**src/rtl/tqv_pkg.sv**
```systemverilog
// Shared types and request codes for the two-queue second-chance victim selector.
// Used by the controller, the datapath and the top level. No dependencies.
package tqv_pkg;

  typedef enum logic [2:0] {
    REQ_INSERT  = 3'd0,
    REQ_LOOKUP  = 3'd1,
    REQ_RELEASE = 3'd2,
    REQ_ERASE   = 3'd3,
    REQ_EVICT   = 3'd4
  } req_t;

  localparam logic [1:0] ERR_NONE      = 2'd0;
  localparam logic [1:0] ERR_NO_VICTIM = 2'd1;
  localparam logic [1:0] ERR_COUNT     = 2'd2;

  typedef enum logic [2:0] {
    ST_INIT,
    ST_IDLE,
    ST_READ,
    ST_EXEC,
    ST_SCAN,
    ST_LINK,
    ST_CLEAR,
    ST_OUT
  } state_t;

  // Commands from the controller to the datapath.
  typedef struct packed {
    logic init_step;
    logic start;
    logic exec;
    logic scan_start;
    logic scan_step;
    logic clear_start;
    logic link;
    logic clear_step;
    logic swap;
    logic no_victim;
    logic take_victim;
  } cmd_t;

  // Status from the datapath to the controller.
  typedef struct packed {
    logic init_done;
    logic is_evict;
    logic scan_done;
    logic clear_done;
    logic last_swap;
    logic prefix_nonzero;
    logic link_needed;
  } stat_t;

endpackage

```
**src/rtl/tqv_ctrl.sv**
```systemverilog
// Controller state machine of the victim selector.
// Depends on tqv_pkg for the state, command and status types.
module tqv_ctrl (
  input  logic            clk,
  input  logic            rst,
  input  logic            in_valid,
  output logic            in_ready,
  output logic            out_valid,
  input  logic            out_ready,
  input  tqv_pkg::stat_t  stat,
  output tqv_pkg::cmd_t   cmd
);

  tqv_pkg::state_t state, state_next;
  logic clear_swap, clear_swap_next;

  always_ff @(posedge clk) begin
    if (rst) begin
      state <= tqv_pkg::ST_INIT;
      clear_swap <= 1'b0;
    end else begin
      state <= state_next;
      clear_swap <= clear_swap_next;
    end
  end

  always_comb begin
    state_next = state;
    clear_swap_next = clear_swap;
    unique case (state)
      tqv_pkg::ST_INIT: if (stat.init_done) state_next = tqv_pkg::ST_IDLE;
      tqv_pkg::ST_IDLE: if (in_valid) state_next = tqv_pkg::ST_READ;
      tqv_pkg::ST_READ: begin
        if (stat.is_evict) state_next = tqv_pkg::ST_SCAN;
        else state_next = tqv_pkg::ST_EXEC;
      end
      tqv_pkg::ST_EXEC: state_next = tqv_pkg::ST_OUT;
      tqv_pkg::ST_SCAN: begin
        if (stat.scan_done) begin
          state_next = tqv_pkg::ST_CLEAR;
          clear_swap_next = !stat.link_needed;
        end
      end
      tqv_pkg::ST_CLEAR: begin
        if (stat.clear_done) begin
          if (clear_swap) begin
            if (stat.last_swap) state_next = tqv_pkg::ST_OUT;
            else state_next = tqv_pkg::ST_READ;
          end else begin
            state_next = tqv_pkg::ST_LINK;
          end
        end
      end
      tqv_pkg::ST_LINK: state_next = tqv_pkg::ST_OUT;
      tqv_pkg::ST_OUT: if (out_ready) state_next = tqv_pkg::ST_IDLE;
      default: state_next = tqv_pkg::ST_IDLE;
    endcase
  end

  always_comb begin
    cmd = '0;
    in_ready = 1'b0;
    out_valid = 1'b0;
    unique case (state)
      tqv_pkg::ST_INIT: cmd.init_step = 1'b1;
      tqv_pkg::ST_IDLE: begin
        in_ready = 1'b1;
        cmd.start = in_valid;
      end
      tqv_pkg::ST_READ: cmd.scan_start = stat.is_evict;
      tqv_pkg::ST_EXEC: cmd.exec = 1'b1;
      tqv_pkg::ST_SCAN: begin
        cmd.scan_step = !stat.scan_done;
        cmd.clear_start = stat.scan_done;
        cmd.take_victim = stat.scan_done && stat.link_needed;
      end
      tqv_pkg::ST_CLEAR: begin
        cmd.clear_step = !stat.clear_done;
        if (stat.clear_done && clear_swap) begin
          cmd.swap = 1'b1;
          cmd.no_victim = stat.last_swap;
        end
      end
      tqv_pkg::ST_LINK: cmd.link = stat.prefix_nonzero;
      tqv_pkg::ST_OUT: out_valid = 1'b1;
      default: ;
    endcase
  end

endmodule

```
**src/rtl/tqv_dp.sv**
```systemverilog
// Datapath of the victim selector: link memory, queue registers, flags and counts.
// Depends on tqv_pkg for request codes and the command and status types.
module tqv_dp #(
  parameter int SLOTS = 64,
  parameter int REF_BITS = 8
) (
  input  logic           clk,
  input  logic           rst,
  input  logic [2:0]     req_type,
  input  logic [5:0]     slot,
  input  logic           pin,
  input  tqv_pkg::cmd_t  cmd,
  output tqv_pkg::stat_t stat,
  output logic [5:0]     victim_slot,
  output logic           victim_valid,
  output logic           last_release,
  output logic [1:0]     error
);

  localparam int AW = (SLOTS > 1) ? $clog2(SLOTS) : 1;
  localparam int CW = $clog2(SLOTS + 1);
  localparam logic [REF_BITS-1:0] REF_MAX = '1;

  logic [AW-1:0] link_mem [SLOTS];
  logic [REF_BITS-1:0] cnt_mem [SLOTS];
  logic cached_mem [SLOTS];
  logic hit_mem [SLOTS];

  logic [AW-1:0] link_q;
  logic [REF_BITS-1:0] cnt_q;
  logic cached_q;
  logic hit_q;
  logic [AW-1:0] rd_addr;

  logic [AW-1:0] queue_head [2];
  logic [AW-1:0] queue_tail [2];
  logic [CW-1:0] queue_count [2];
  logic active_queue;

  logic [2:0] req;
  logic [AW-1:0] s;
  logic s_ok;
  logic pin_r;
  logic [AW-1:0] curr, prev, first, walk, init_i;
  logic [CW-1:0] k, clr_i;
  logic [1:0] swaps;

  logic [CW-1:0] n_act;
  logic skip_curr;
  logic room;

  assign n_act = queue_count[active_queue];
  assign skip_curr = (cached_q && hit_q) || (cnt_q != '0);
  assign room = (queue_count[0] + queue_count[1]) < CW'(SLOTS);

  always_comb begin
    stat = '0;
    stat.init_done = (init_i == AW'(SLOTS - 1));
    stat.is_evict = (req == tqv_pkg::REQ_EVICT);
    stat.scan_done = (n_act == '0) || (k + CW'(1) >= n_act) || !skip_curr;
    stat.link_needed = (n_act != '0) && (k + CW'(1) < n_act);
    stat.clear_done = (clr_i >= k);
    stat.last_swap = (swaps == 2'd2);
    stat.prefix_nonzero = (k != '0);
  end

  always_comb begin
    rd_addr = s;
    if (cmd.scan_start) rd_addr = queue_head[active_queue];
    else if (cmd.scan_step || cmd.clear_step) rd_addr = link_q;
    else if (cmd.clear_start) rd_addr = first;
  end

  always_ff @(posedge clk) begin
    link_q <= link_mem[rd_addr];
    cnt_q <= cnt_mem[rd_addr];
    cached_q <= cached_mem[rd_addr];
    hit_q <= hit_mem[rd_addr];
    if (cmd.init_step) begin
      cnt_mem[init_i] <= '0;
      cached_mem[init_i] <= 1'b0;
      hit_mem[init_i] <= 1'b0;
    end
    if (cmd.exec && s_ok) begin
      unique case (req)
        tqv_pkg::REQ_INSERT: begin
          cached_mem[s] <= 1'b1;
          hit_mem[s] <= 1'b0;
          cnt_mem[s] <= REF_BITS'(pin_r);
          if (room && n_act != '0) link_mem[queue_tail[active_queue]] <= s;
        end
        tqv_pkg::REQ_LOOKUP: begin
          if (cnt_q < REF_MAX) begin
            cnt_mem[s] <= cnt_q + REF_BITS'(1);
            hit_mem[s] <= 1'b1;
          end
        end
        tqv_pkg::REQ_RELEASE: begin
          if (cnt_q != '0) cnt_mem[s] <= cnt_q - REF_BITS'(1);
        end
        tqv_pkg::REQ_ERASE: cached_mem[s] <= 1'b0;
        default: ;
      endcase
    end
    if (cmd.clear_step) hit_mem[walk] <= 1'b0;
    if (cmd.link && queue_count[!active_queue] != '0)
      link_mem[queue_tail[!active_queue]] <= first;
  end

  always_ff @(posedge clk) begin
    if (cmd.start) begin
      req <= req_type;
      s <= AW'(slot);
      s_ok <= ({26'd0, slot} < 32'(SLOTS));
      pin_r <= pin;
      victim_slot <= '0;
      victim_valid <= 1'b0;
      last_release <= 1'b0;
      error <= tqv_pkg::ERR_NONE;
      swaps <= '0;
    end
    if (cmd.scan_start) begin
      curr <= queue_head[active_queue];
      prev <= queue_head[active_queue];
      first <= queue_head[active_queue];
      k <= '0;
    end
    if (cmd.scan_step) begin
      prev <= curr;
      curr <= link_q;
      k <= k + CW'(1);
    end
    if (cmd.exec && s_ok) begin
      if (req == tqv_pkg::REQ_LOOKUP) begin
        if (cnt_q >= REF_MAX) error <= tqv_pkg::ERR_COUNT;
      end else if (req == tqv_pkg::REQ_RELEASE) begin
        if (cnt_q == '0) error <= tqv_pkg::ERR_COUNT;
        else if (cnt_q == REF_BITS'(1) && cached_q) last_release <= 1'b1;
      end
    end
    if (cmd.take_victim) begin
      victim_slot <= 6'(curr);
      victim_valid <= 1'b1;
    end
    if (cmd.clear_start) begin
      walk <= first;
      clr_i <= '0;
    end
    if (cmd.clear_step) begin
      walk <= link_q;
      clr_i <= clr_i + CW'(1);
    end
    if (cmd.swap) begin
      swaps <= swaps + 2'd1;
      if (cmd.no_victim) error <= tqv_pkg::ERR_NO_VICTIM;
    end
  end

  always_ff @(posedge clk) begin
    if (rst) begin
      queue_head[0] <= '0;
      queue_head[1] <= '0;
      queue_tail[0] <= '0;
      queue_tail[1] <= '0;
      queue_count[0] <= '0;
      queue_count[1] <= '0;
      active_queue <= 1'b0;
      init_i <= '0;
    end else begin
      if (cmd.init_step) init_i <= init_i + AW'(1);
      if (cmd.exec && s_ok && req == tqv_pkg::REQ_INSERT && room) begin
        if (n_act == '0) queue_head[active_queue] <= s;
        queue_tail[active_queue] <= s;
        queue_count[active_queue] <= n_act + CW'(1);
      end
      if (cmd.swap) active_queue <= !active_queue;
      if (cmd.take_victim) begin
        queue_head[active_queue] <= link_q;
        queue_count[active_queue] <= n_act - (k + CW'(1));
      end
      if (cmd.link) begin
        if (queue_count[!active_queue] == '0) queue_head[!active_queue] <= first;
        queue_tail[!active_queue] <= prev;
        queue_count[!active_queue] <= queue_count[!active_queue] + k;
      end
    end
  end

endmodule

```
**src/rtl/two_queue_second_chance_victim.sv**
```systemverilog
// Top level of the two-queue second-chance victim selector.
// Depends on tqv_pkg, tqv_ctrl and tqv_dp.
//
// One request word enters on the in channel (req_type, slot, pin) and one
// result word leaves on the out channel. Both channels use valid/ready.
// One request is in flight at a time; in_ready is low until the result
// word has been taken.
// Insert, lookup, release and erase pass through the READ and EXEC states
// and raise out_valid in the OUT state.
// An evict walks the active queue one entry per cycle and then clears the
// hit bits of the skipped prefix one entry per cycle; such a pass is
// repeated after a queue swap, at most three passes. A found victim then
// has the prefix moved to the dormant queue in the LINK state. The walk
// over the link memory sets the rate.
// After reset a clearing pass over all SLOTS slots (64 by default) zeroes the
// flags and counts of every slot with in_ready low; both queues start empty.
// A stalled receiver holds the result word unchanged.
module two_queue_second_chance_victim #(
  parameter int SLOTS = 64,
  parameter int REF_BITS = 8
) (
  input  logic       clk,
  input  logic       rst,
  input  logic       in_valid,
  output logic       in_ready,
  input  logic [2:0] req_type,
  input  logic [5:0] slot,
  input  logic       pin,
  output logic       out_valid,
  input  logic       out_ready,
  output logic [5:0] victim_slot,
  output logic       victim_valid,
  output logic       last_release,
  output logic [1:0] error
);

  tqv_pkg::cmd_t cmd;
  tqv_pkg::stat_t stat;

  tqv_ctrl u_ctrl (
    .clk, .rst, .in_valid, .in_ready, .out_valid, .out_ready, .stat, .cmd
  );

  tqv_dp #(.SLOTS(SLOTS), .REF_BITS(REF_BITS)) u_dp (
    .clk, .rst, .req_type, .slot, .pin, .cmd, .stat,
    .victim_slot, .victim_valid, .last_release, .error
  );

  a_excl : assert property (@(posedge clk) disable iff (rst)
    !(in_ready && out_valid)) else $error("in_ready and out_valid both high");
  a_vic : assert property (@(posedge clk) disable iff (rst)
    out_valid && victim_valid |-> error == tqv_pkg::ERR_NONE)
    else $error("victim with error");
  a_hold : assert property (@(posedge clk) disable iff (rst)
    out_valid && !out_ready |=> out_valid && $stable(victim_slot) && $stable(error))
    else $error("result changed under stall");

endmodule
```
**config.mk**
```make
export PLATFORM = sky130hd
export DESIGN_NAME = two_queue_second_chance_victim
export DESIGN_NICKNAME = d
export VERILOG_FILES = /design/src/rtl/tqv_pkg.sv /design/src/rtl/tqv_ctrl.sv /design/src/rtl/tqv_dp.sv /design/src/rtl/two_queue_second_chance_victim.sv
export SDC_FILE = /design/constraint.sdc
export NUM_CORES = 2
export LEC_CHECK = 0
export BUFFER_PORTS_ARGS = -buffer_cell sky130_fd_sc_hd__clkbuf_2
export CAP_MARGIN = 20
export CORE_UTILIZATION = 40
export DETAILED_ROUTE_END_ITERATION = 16
export SKIP_LAST_GASP = 1
export SLEW_MARGIN = 20
export SYNTH_ARGS = -nofsm -noshare
export SYNTH_HDL_FRONTEND = slang
export SYNTH_SLANG_ARGS = --single-unit
```
**constraint.sdc**
```tcl
create_clock -name clk -period 11.7 [get_ports clk]
set_clock_uncertainty 0.05 [all_clocks]
set_input_delay 1.17 -clock clk [delete_from_list [all_inputs] [get_ports clk]]
set_output_delay 1.17 -clock clk [all_outputs]
set_load 0.02 [all_outputs]
```
==> results.toml <==
[grt]
overflow = 0
grt_pass1_vias = 27612
grt_pass1_wl_mm = 178
grt_max_degree = 173
grtUsageTotal_pct = 18.7
antenna_found_initial = 2

[worst_setup_path]
critPathMaxStageDelay_ns = 0.86
cp_common_cell = "mux2i_1"
cp_slowest_cell = "dfxtp_1"
end_kind = "register"
cp-start-kind = "register"
crit_fanout = 172
crit_chain = "mux2i_1 > inv_1 > ha_1 > and4_1 > nand4_1 > and3_1 > a311o_1 > a41oi_4 > buf_4 > buf_12 > mux2i_1 > mux2i_1 > a22oi_1 > and4_1 > nand4_1"
critPathArrivalTime_ns = 7.02
crit_required_ns = 12.23
worstSetupPathType = "reg -> reg"

[clocking]
clockRootBuffer = "clkbuf_16"
numClockSinks = 1150
path_clk_slew_ns = 0.06
cts_tree = "yes"
h-tree-depth = 3
clockBufferDepth = 3
clk_latency_ns = 0.74
cts_buffers = 116
post_cts_buffers = 0
cts_resized = 0
cts.hold.buffers_added = 0

[power_and_ir_drop]
p_comb_share_pct = 1.1
p_leak_nw = 19.4
seq_power_share_pct = 53.2
netSwitchingFraction_pct = 20.0
power.internal_mw = 6.74
power_switching_mw = 1.68
p_clk_share_pct = 45.7
power_density_mw_per_mm2 = 151
peakVddDrop_mv = 0.125

[floorplan]
initial_core_util_pct = 40.6
rows = 128
io_pins = 26
die_w_microns = 355
fp.dieH_microns = 355
core_area_sq_mm = 0.123
die_area_sq_mm = 0.126

[finish]
nNetsFinal = 3444
finalNonFillerCells = 5119
antenna_cells = 0
area_growth_pct = 11.8
layout_common_cells = "1118 x edfxtp_1, 552 x mux2i_1, 367 x nor2_1"
fill_cells = 10728
final_common_cell = "edfxtp_1"
drive_gt1_share_pct = 9.47

[sta]
tightestPinTransition_ns = 1.11
fmax_ghz = 0.154
max_slew_margin_pct = 26.1
period_needed_ns = 6.49
hold_viol = 0
fin_crit_sh_pct = 55.5
tns_ns = 0
finalMaxSlewViolations = 0
rsz0062_at_grt = "no"
setup_violations = 0

[logic_synthesis]
synth_seq_cells = 1150
synthFlopType = "edfxtp_1"
synth_edf_count = 1118
synthesis.area_sq_mm = 0.0497
synth_area_per_cell_sq_um = 14.7
synthesis.yosys.warnings = 0
synthCells = 3385
syn-num-nets = 3436
ys_seq_area_share_pct = 68.8
async_flop_share_pct = 0
synth.distinct_cells = 75

[flow_run]
cap_violations = 0

[placement]
portBuffers = 25
dp.cells = 4900
place.gp.congestion = 0.830
dp_hpwl_mm = 74.0

[drt]
num_vias = 28230
routedWlPerCell_microns = 23.3
ant_nets = 0
drcViolationCount = 0
via_per_inst = 5.51
first_iter_violations = 2742
routed_wl_mm = 119
drtPass1Iterations = 6

[outcome]
status = "completed"

[hold_path]
hold_class = "reg -> reg"
-- Yosys cell counts (all sizes together) (12+ instances only) --
library cell | instances | share of area [%]
edfxtp | 1118 | 68
mux2i | 553 | 11
o21ai | 42 | 0.42
o211a | 15 | 0.30
a21o | 12 | 0.18
ha | 35 | 0.88
o21a | 21 | 0.32
buf | 112 | 1.3
a2111oi | 47 | 0.83
a21oi | 121 | 1.2
a22oi | 99 | 1.5
inv | 39 | 0.29
clkbuf | 74 | 0.56
mux2 | 36 | 0.82
dfxtp | 32 | 1.3
nand2b | 33 | 0.42
nor3 | 23 | 0.23
nor2 | 367 | 2.8
nand2 | 154 | 1.2
and4 | 17 | 0.30
xnor2 | 23 | 0.41
nand3 | 37 | 0.37
nor2b | 117 | 1.5
nand4 | 23 | 0.29
and2 | 13 | 0.16
a211oi | 111 | 1.7
-- final cells by class --
class / instances / area (sq um) / area share [%]
Sequential cell: 1150 / 34200 / 61.5
Tap cell: 1625 / 2030 / 3.66
Timing Repair Buffer: 76 / 558 / 1.00
Inverter: 39 / 146 / 0.263
Multi-Input combinational cell: 2010 / 14600 / 26.3
Clock buffer: 145 / 3140 / 5.65
Clock inverter: 74 / 875 / 1.57
-- power groups by stage --
stage	clock network [mW]	logic (mW)	registers, mW
after floorplan	0	0.0569	4.56
after global placement	0	0.0882	4.57
after detailed placement	0	0.0884	4.57
after CTS	3.90	0.0886	4.48
after global routing	4.06	0.0955	4.48
final	3.85	0.0889	4.48
-- per-stage QoR --
| stage | hold slack [ns] | power, mW | util [%] | instance area [sq um] | setup slack [ns] |
|---|---|---|---|---|---|
| floorplan | 0.406 | 4.62 | - | 49700 | 6.07 |
| global placement | 0.389 | 4.66 | 42.1 | 51600 | 5.44 |
| detailed placement | 0.396 | 4.66 | 42.1 | 51600 | 5.32 |
| CTS | 0.411 | 8.47 | 45.4 | 55600 | 5.31 |
| global route | 0.431 | 8.63 | 45.4 | 55600 | 4.86 |
| finish | 0.404 | 8.42 | 45.4 | 55600 | 5.21 |
-- path summary, 6_finish.rpt --
check | depth (start not counted) | slack (ns) | end | from
worst min register to register | 1 | 0.40 | u_dp.victim_valid | u_dp.victim_valid
worst min-delay path | 1 | 0.40 | u_dp.victim_valid | u_dp.victim_valid
worst max register to register | 15 | 5.21 | u_dp.cnt_q[2] | register
worst max-delay path | 15 | 5.21 | u_dp.cnt_q[2] | register
-- layer usage --
metal  share of wire, %  track usage (%)
met4                2.2             4.67
met3                5.3             2.46
met5                  0                0
met2                 46             29.7
met1                 46             27.1
-- logic make-up (layout without fill, tap and decap cells) --
logic type,after synthesis,in the layout,synth area share [%]
flops,1150,1150,68.8
simple gates,829,829,8.06
mux,591,591,12.0
compound gates,519,519,7.40
buf+inv,225,334,2.13
fa+ha+maj,37,37,0.961
xor+xnor,34,34,0.599
-- worst max-delay path, delay by kind of cell, from the launching register on --
kind / cells / cell delay (ns)
multiplexers: 3 / 0.78
flip-flops: 1 / 0.86
buffers and inverters: 3 / 1.76
AND/OR/NAND/NOR: 5 / 1.14
AO/OA/AOI/OAI: 3 / 1.16
adder cells (fa/ha/maj): 1 / 0.36
-- sequential cells by signal, summed over array words and instances, names as in the netlist, 2 cells and up, named ones only --
| signal | cells |
|---|---|
| u_dp.cnt_q | 8 |
| u_dp.clr_i | 7 |
| u_dp.error | 2 |
| u_dp.queue_head | 12 |
| u_dp.hit_mem | 64 |
| u_dp.queue_count | 14 |
| u_dp.curr | 6 |
| u_dp.first | 6 |
| u_dp.req | 3 |
| u_dp.queue_tail | 12 |
| u_dp.link_q | 6 |
| u_dp.k | 7 |
| u_ctrl.state | 3 |
| u_dp.swaps | 2 |
| u_dp.init_i | 6 |
| u_dp.victim_slot | 6 |
| u_dp.walk | 6 |
| u_dp.s | 6 |
| u_dp.prev | 6 |
| u_dp.cached_mem | 64 |
| u_dp.cnt_mem | 512 |
| u_dp.link_mem | 384 |
Note: power is estimated with default switching activity, not from simulation.
